$ cat config.mk
export PLATFORM = sky130hd
export DESIGN_NAME = iirl_cell
export DESIGN_NICKNAME = d
export VERILOG_FILES = /design/src/design/iirl_pkg.sv /design/src/design/iirl_cell.sv
export SDC_FILE = /design/constraint.sdc
export NUM_CORES = 1
export LEC_CHECK = 0
export BUFFER_PORTS_ARGS = -buffer_cell sky130_fd_sc_hd__buf_2
export CAP_MARGIN = 20
export CORE_AREA = 4 4 80 82
export CTS_CLUSTER_DIAMETER = 30
export DETAILED_ROUTE_END_ITERATION = 8
export DIE_AREA = 0 0 84 86
export GPL_TIMING_DRIVEN = 0
export PLACE_DENSITY = 0.78
export SYNTH_ARGS = -nofsm -noshare
export SYNTH_HDL_FRONTEND = slang
export SYNTH_SLANG_ARGS = --single-unit
$ cat constraint.sdc
create_clock -name i_clk -period 3.28 [get_ports i_clk]
set_input_delay 0 -clock i_clk [delete_from_list [all_inputs] [get_ports i_clk]]
set_output_delay 0 -clock i_clk [all_outputs]
set_load 0.05 [all_outputs]
$ cat src/design/iirl_pkg.sv
// ----------------------------------------------------------------------------
// iirl_pkg: shared types and constants of the indexed insert/remove list
// Operation codes, status codes, word widths and the per-cell control bundle.
// ----------------------------------------------------------------------------
package iirl_pkg;

    localparam int VAL_W = 32;
    localparam int CNT_W = 7;
    localparam int FUNC_W = 4;
    localparam int STAT_W = 2;
    localparam int IN_W = 48;
    localparam int OUT_W = 48;

    typedef enum logic [FUNC_W-1:0] {
        F_ADD_AT       = 4'd0,
        F_ADD_FIRST    = 4'd1,
        F_ADD_LAST     = 4'd2,
        F_REMOVE_AT    = 4'd3,
        F_REMOVE_FIRST = 4'd4,
        F_REMOVE_LAST  = 4'd5,
        F_GET_AT       = 4'd6,
        F_GET_FIRST    = 4'd7,
        F_GET_LAST     = 4'd8,
        F_CLEAR        = 4'd9
    } t_func;

    typedef enum logic [STAT_W-1:0] {
        ST_OK      = 2'd0,
        ST_INVALID = 2'd1,
        ST_FULL    = 2'd2,
        ST_EMPTY   = 2'd3
    } t_status;

    // Broadcast to every cell: shift direction, index and word to insert
    typedef struct packed {
        logic             ins;
        logic             rem;
        logic [CNT_W-1:0] idx;
        logic [VAL_W-1:0] value;
    } t_cell_ctl;

    localparam logic [VAL_W-1:0] NO_VALUE = '1;

endpackage

$ cat src/design/iirl_cell.sv
// ----------------------------------------------------------------------------
// iirl_cell: one entry of the list
// Holds one word; on insert takes its left neighbor above the index or the new word at it,
// on remove its right neighbor from the index on, and drives its word onto the read tree when addressed.
// ----------------------------------------------------------------------------
module iirl_cell #(
    parameter int IDX = 0
) (
    input  logic                      i_clk,
    input  iirl_pkg::t_cell_ctl       i_ctl,
    input  logic [iirl_pkg::CNT_W-1:0] i_rd_idx,
    input  logic [iirl_pkg::VAL_W-1:0] i_left,
    input  logic [iirl_pkg::VAL_W-1:0] i_right,
    output logic [iirl_pkg::VAL_W-1:0] o_data,
    output logic [iirl_pkg::VAL_W-1:0] o_leaf
);
    import iirl_pkg::*;

    logic [VAL_W-1:0] r_data;
    logic [VAL_W-1:0] n_data;

    // Pick the next word: shift up, load, shift down or hold
    always_comb begin
        n_data = r_data;
        if (i_ctl.ins && (IDX > int'(i_ctl.idx))) begin
            n_data = i_left;
        end else if (i_ctl.ins && (IDX == int'(i_ctl.idx))) begin
            n_data = i_ctl.value;
        end else if (i_ctl.rem && (IDX >= int'(i_ctl.idx))) begin
            n_data = i_right;
        end
    end

    always_ff @(posedge i_clk) begin
        r_data <= n_data;
    end

    // Drive the read tree only when addressed
    assign o_data = r_data;
    assign o_leaf = (int'(i_rd_idx) == IDX) ? r_data : '0;

endmodule

# Yosys cells after proc, flatten, opt, wreduce, memory -nomap -nowiden
# Index checks and enable logic that the tools add are counted.
# op_classes
order_cmp,1
muxes,3
bitwise,0
n_addsub,0
n_mul,0
n_eq_ne,0
n_reduce_logical,5
div,0
shifts,0
# op_table
operator,count
2-to-1 mux 32 bit,3
logical NOT 7 bit,2
>= comparator 1 x 7 -> 1 bit (first input constant),1
logical AND 1 bit,2
nonzero test 2 bit,1
# word_totals
mem_bits_ro,0
wordCells,10
ramBits,0
latch_bits,0
regBits,32
input_bits,113
mem_count,0

# Longest topological paths before layout
# depth
word_depth,4
ltp_mapped,4

# Worst setup path after synthesis
# No wires, ideal clock.
# synth_path
path_kind,input to register
start,input i_ctl[35] (netlist name)
end,"register r_data[0] (netlist: o_data[0]), enable pin"
setup_time_ns,0.387
arrival_time_ns,1.064
path_slack_ns,1.830
required_ns,2.893
stages,2
path_buffers,0
cell_sequence,nor4_2 o211a_1
# synth_via
elab_chain_len,3
elab_cells_between_ends,5
classes_between,order compare: 1; reduce/logical: 4
# synth_rtl
element,line,source
start: declaration,iirl_cell.sv:10,"input iirl_pkg::t_cell_ctl i_ctl,"
>= comparator 1 x 7 -> 1 bit or logical NOT 7 bit (tied branches),"iirl_cell.sv:29, iirl_cell.sv:27",
"logical AND 1 bit, on equally long branches","iirl_cell.sv:29, iirl_cell.sv:27",
nonzero test 2 bit (no line) *,--,
end signal: assignment,iirl_cell.sv:35,r_data <= n_data;
end: declaration,iirl_cell.sv:19,logic [VAL_W-1:0] r_data;
# Every way passes the cells marked *; elsewhere a longest branch is shown, timed or not.
# A chain may end at the register's enable or synchronous reset.

# Final worst setup path
# layout_path
start,input i_rd_idx[2] (netlist name)
end,output o_leaf[21] (netlist name)
# layout_via
elab_chain_len,2
# layout_rtl
element,line,source
start: declaration,iirl_cell.sv:11,"input logic [iirl_pkg::CNT_W-1:0] i_rd_idx,"
logical NOT 7 bit,iirl_cell.sv:40,assign o_leaf = (int'(i_rd_idx) == IDX) ? r_data : '0;
2-to-1 mux 32 bit,iirl_cell.sv:40,
end: declaration,iirl_cell.sv:15,output logic [iirl_pkg::VAL_W-1:0] o_leaf
# No other way between the ends.

==> flow_results.org <==
** Pwr
- Power comes to 0.825 mW.
- Internal power contribution :: 0.653 mW
- Worst voltage drop across the vdd grid :: 0.000153 V
- Logic gate share of total power :: 0.106
- The analysis attributes to net switching a power of 0.173 mW.
- Of the total power, registers draw 0.549.
- Clock group share of total power :: 0.345
- Leakage power total :: 1.26 nW
- Power density cells :: 319 nW/um^2
- Switching Share :: 0.209

** Cells and area
- Most frequent cells in the layout :: buf_2, edfxtp_1, mux2_2
- From synthesis to final layout, the design area changed by 56.4%.
- Across the whole layout, storage elements account for 961 sq um.
- Commonest non-fill, non-tap cell in the layout :: buf_2
- Share of layout cells above drive strength 1 :: 0.828
- Antenna Cells :: 0
- Total area of multi-input combinational cells :: 661 sq um
- End-of-flow core utilization :: 0.450
- The net count of the finished layout is 374.
- Max FFs per register :: 32
- Fill cells :: 552

** Synthesis
- Summed instance area of the synthesized netlist :: 1650 sq um
- Averaged over all synthesized cells, the footprint is 15.3 sq um.
- Yosys reg bits :: 32
- Yosys warns :: 0
- Largest cells by area after synthesis :: edfxtp_1, mux2_2, and2_2, and2_1, mux2_1
- Synthesis produced a netlist with a net count of 221.
- Cell count after synthesis :: 108
- The netlist uses 13 different library cells.
- Post-synth top area share :: 0.582
- Summed over all instances, the cell type with the most area after synthesis is edfxtp_1.
- Part of the Yosys area used for sequential elements :: 0.582

** Placement
- Input and output buffers added on the ports amount to 144.
- Detailed placement HPWL :: 3.81 mm
- Routability-driven placement finished with a final weighted congestion of 0.692.
- At the placement stage, the worst setup path has a slack of 1590 ps.

** CTS
- TritonCTS clock tree :: yes
- Counting every sink on the clock net gives 32.
- Max H-tree Level :: 2
- Largest buffer count on any clock path :: 2
- Post-CTS timing repair inserted 0 buffers for setup.
- In this run the clock root is driven by a clkbuf_8.
- Counting the buffers created by CTS gives 5.
- Worst-path clk slew :: 70 ps

** Detailed routing
- DR vias/cell :: 4.26
- After the first detailed-routing iteration, the DRC count stood at 38.
- For this run, the detailed router's first-pass iteration total came to 3.
- The final layout contains routed wiring with a total length of 4.62 mm.
- In the final routed layout, each cell accounts on average for 13.7 um.
- Number of remaining DRC errors :: 0
- ANT nets after route :: 0
- For this block, the via count after detailed routing is 1434.

** Timing
- Highest clock frequency the design can meet :: 619 MHz
- Relative slew margins :: 0.525
- Max-slew violation count :: 0
- Worst hold-check slack :: 7.79 ps
- Number of endpoints with negative hold slack in the final report :: 0
- Finish-stage setup viols :: 0
- Setup repair after global routing left no endpoint under its margin.
- In the post-route analysis, the smallest setup slack over all paths is 1660 ps.
- Sum of negative setup slack :: 0 ps
- Dividing the final minimum period by the clock period gives 0.493.
- For the pin with the worst max-slew slack, the measured transition is 712 ps.
- Counting I/O delays and the setup requirement, the final critical path takes 1620 ps.

** Global route
- Global-route wire length before repair :: 7.16 mm
- Global-route met1 utilization :: 0.135
- In the global route stage, met3 resource usage came out at 0.0461.
- Antenna violations before repair :: 0
- Grt peak-use layer :: met2
- Fraction of met2 tracks used by global routing :: 0.239
- Aggregate global routing overflow :: 0
- Number of global-route vias before repair :: 1484
- Maximum number of pins on one net before global-route repair :: 18
- Global Route Usage Sum :: 0.129

** Status
- Outcome :: finished, final reports clean

** Floorplanning
- Floorplan row count :: 28
- Starting utilization of the core area :: 0.287
- Placeable core region :: 5750 sq um
- The floorplan step defined a die boundary enclosing 7220 sq um.
- I/O pins :: 177
- Die boundary height :: 86 um
- Measured along the x axis, the die boundary spans 84 um.

** Setup path
- Along the worst path, the maximum fanout reaches 10.
- The worst setup path is launched from a primary input.
- The setup path with the least slack is of type in2out.
- STA classifies the critical path endpoint as a primary output.
- Data on the critical path is required at its endpoint by 3280 ps.
- At the worst endpoint, the arrival time is 1620 ps.

** Job
- Number of max-cap violations :: 0

** Worst hold path
- In this run the worst hold path is classified as in2reg.
- The worst hold path passes through 2 cells.
[cells by family after synthesis]
kind of cell,Yosys count,synth area share
mux,32,0.218
flops,32,0.582
buf+inv,6,0.0182
compound gates,1,0.00606
simple gates,37,0.176
[layout make-up]
type / count / share of cell area
Multi-Input combinational cell: 70 / 0.256
Sequential cell: 32 / 0.372
Timing Repair Buffer: 146 / 0.293
Buffer: 6 / 0.0116
Clock buffer: 7 / 0.0295
Clock inverter: 1 / 0.00145
Tap cell: 75 / 0.0363
[cells in the mapped netlist (all sizes together)]
cell type  instances
buf                3
or4                1
and2              32
nand3              1
o211a              1
nor3               1
mux2              32
clkbuf             3
nor4               2
edfxtp            32
[final timing paths]
check,start,to,slack [ps]
setup / recovery,i_rd_idx[2],o_leaf[21],1660
hold / removal,i_ctl[26],o_data[26],8
[critical path, cell delays in order]
cell	delay [ps]
buf_2	100
or4_4	540
nor4_4	270
clkbuf_2	290
and2_2	170
buf_2	250
[stage by stage]
stage / area [sq um] / std cells
3_3_place_gp: 2470 / 327
4_1_cts: 2580 / 337
6_report: 2580 / 337
5_1_grt: 2580 / 337
2_1_floorplan: 1650 / 108
3_5_place_dp: 2490 / 328
[layer usage]
| metal | wire, um | share of wire |
|---|---|---|
| met1 | 1670 | 0.36 |
| met2 | 2450 | 0.53 |
| met3 | 425 | 0.092 |
| met4 | 60 | 0.013 |
| met5 | 0 | 0 |
[power by group through the flow]
stage                     clock network (mW)  logic (mW)  registers (mW)
after detailed placement                   0      0.0874           0.462
after CTS                              0.297      0.0885           0.453
after floorplan                            0      0.0264           0.469
after global routing                   0.318      0.0954           0.453
after global placement                     0      0.0839           0.462
final                                  0.285      0.0874           0.453
[timing repair]
| item | in CTS | in global routing |
|---|---|---|
| resized for setup | 0 | 0 |
| hold endpoints to repair | 1 | 0 |
| hold buffers | 1 | 0 |
Note: power is estimated with default switching activity, not from simulation.
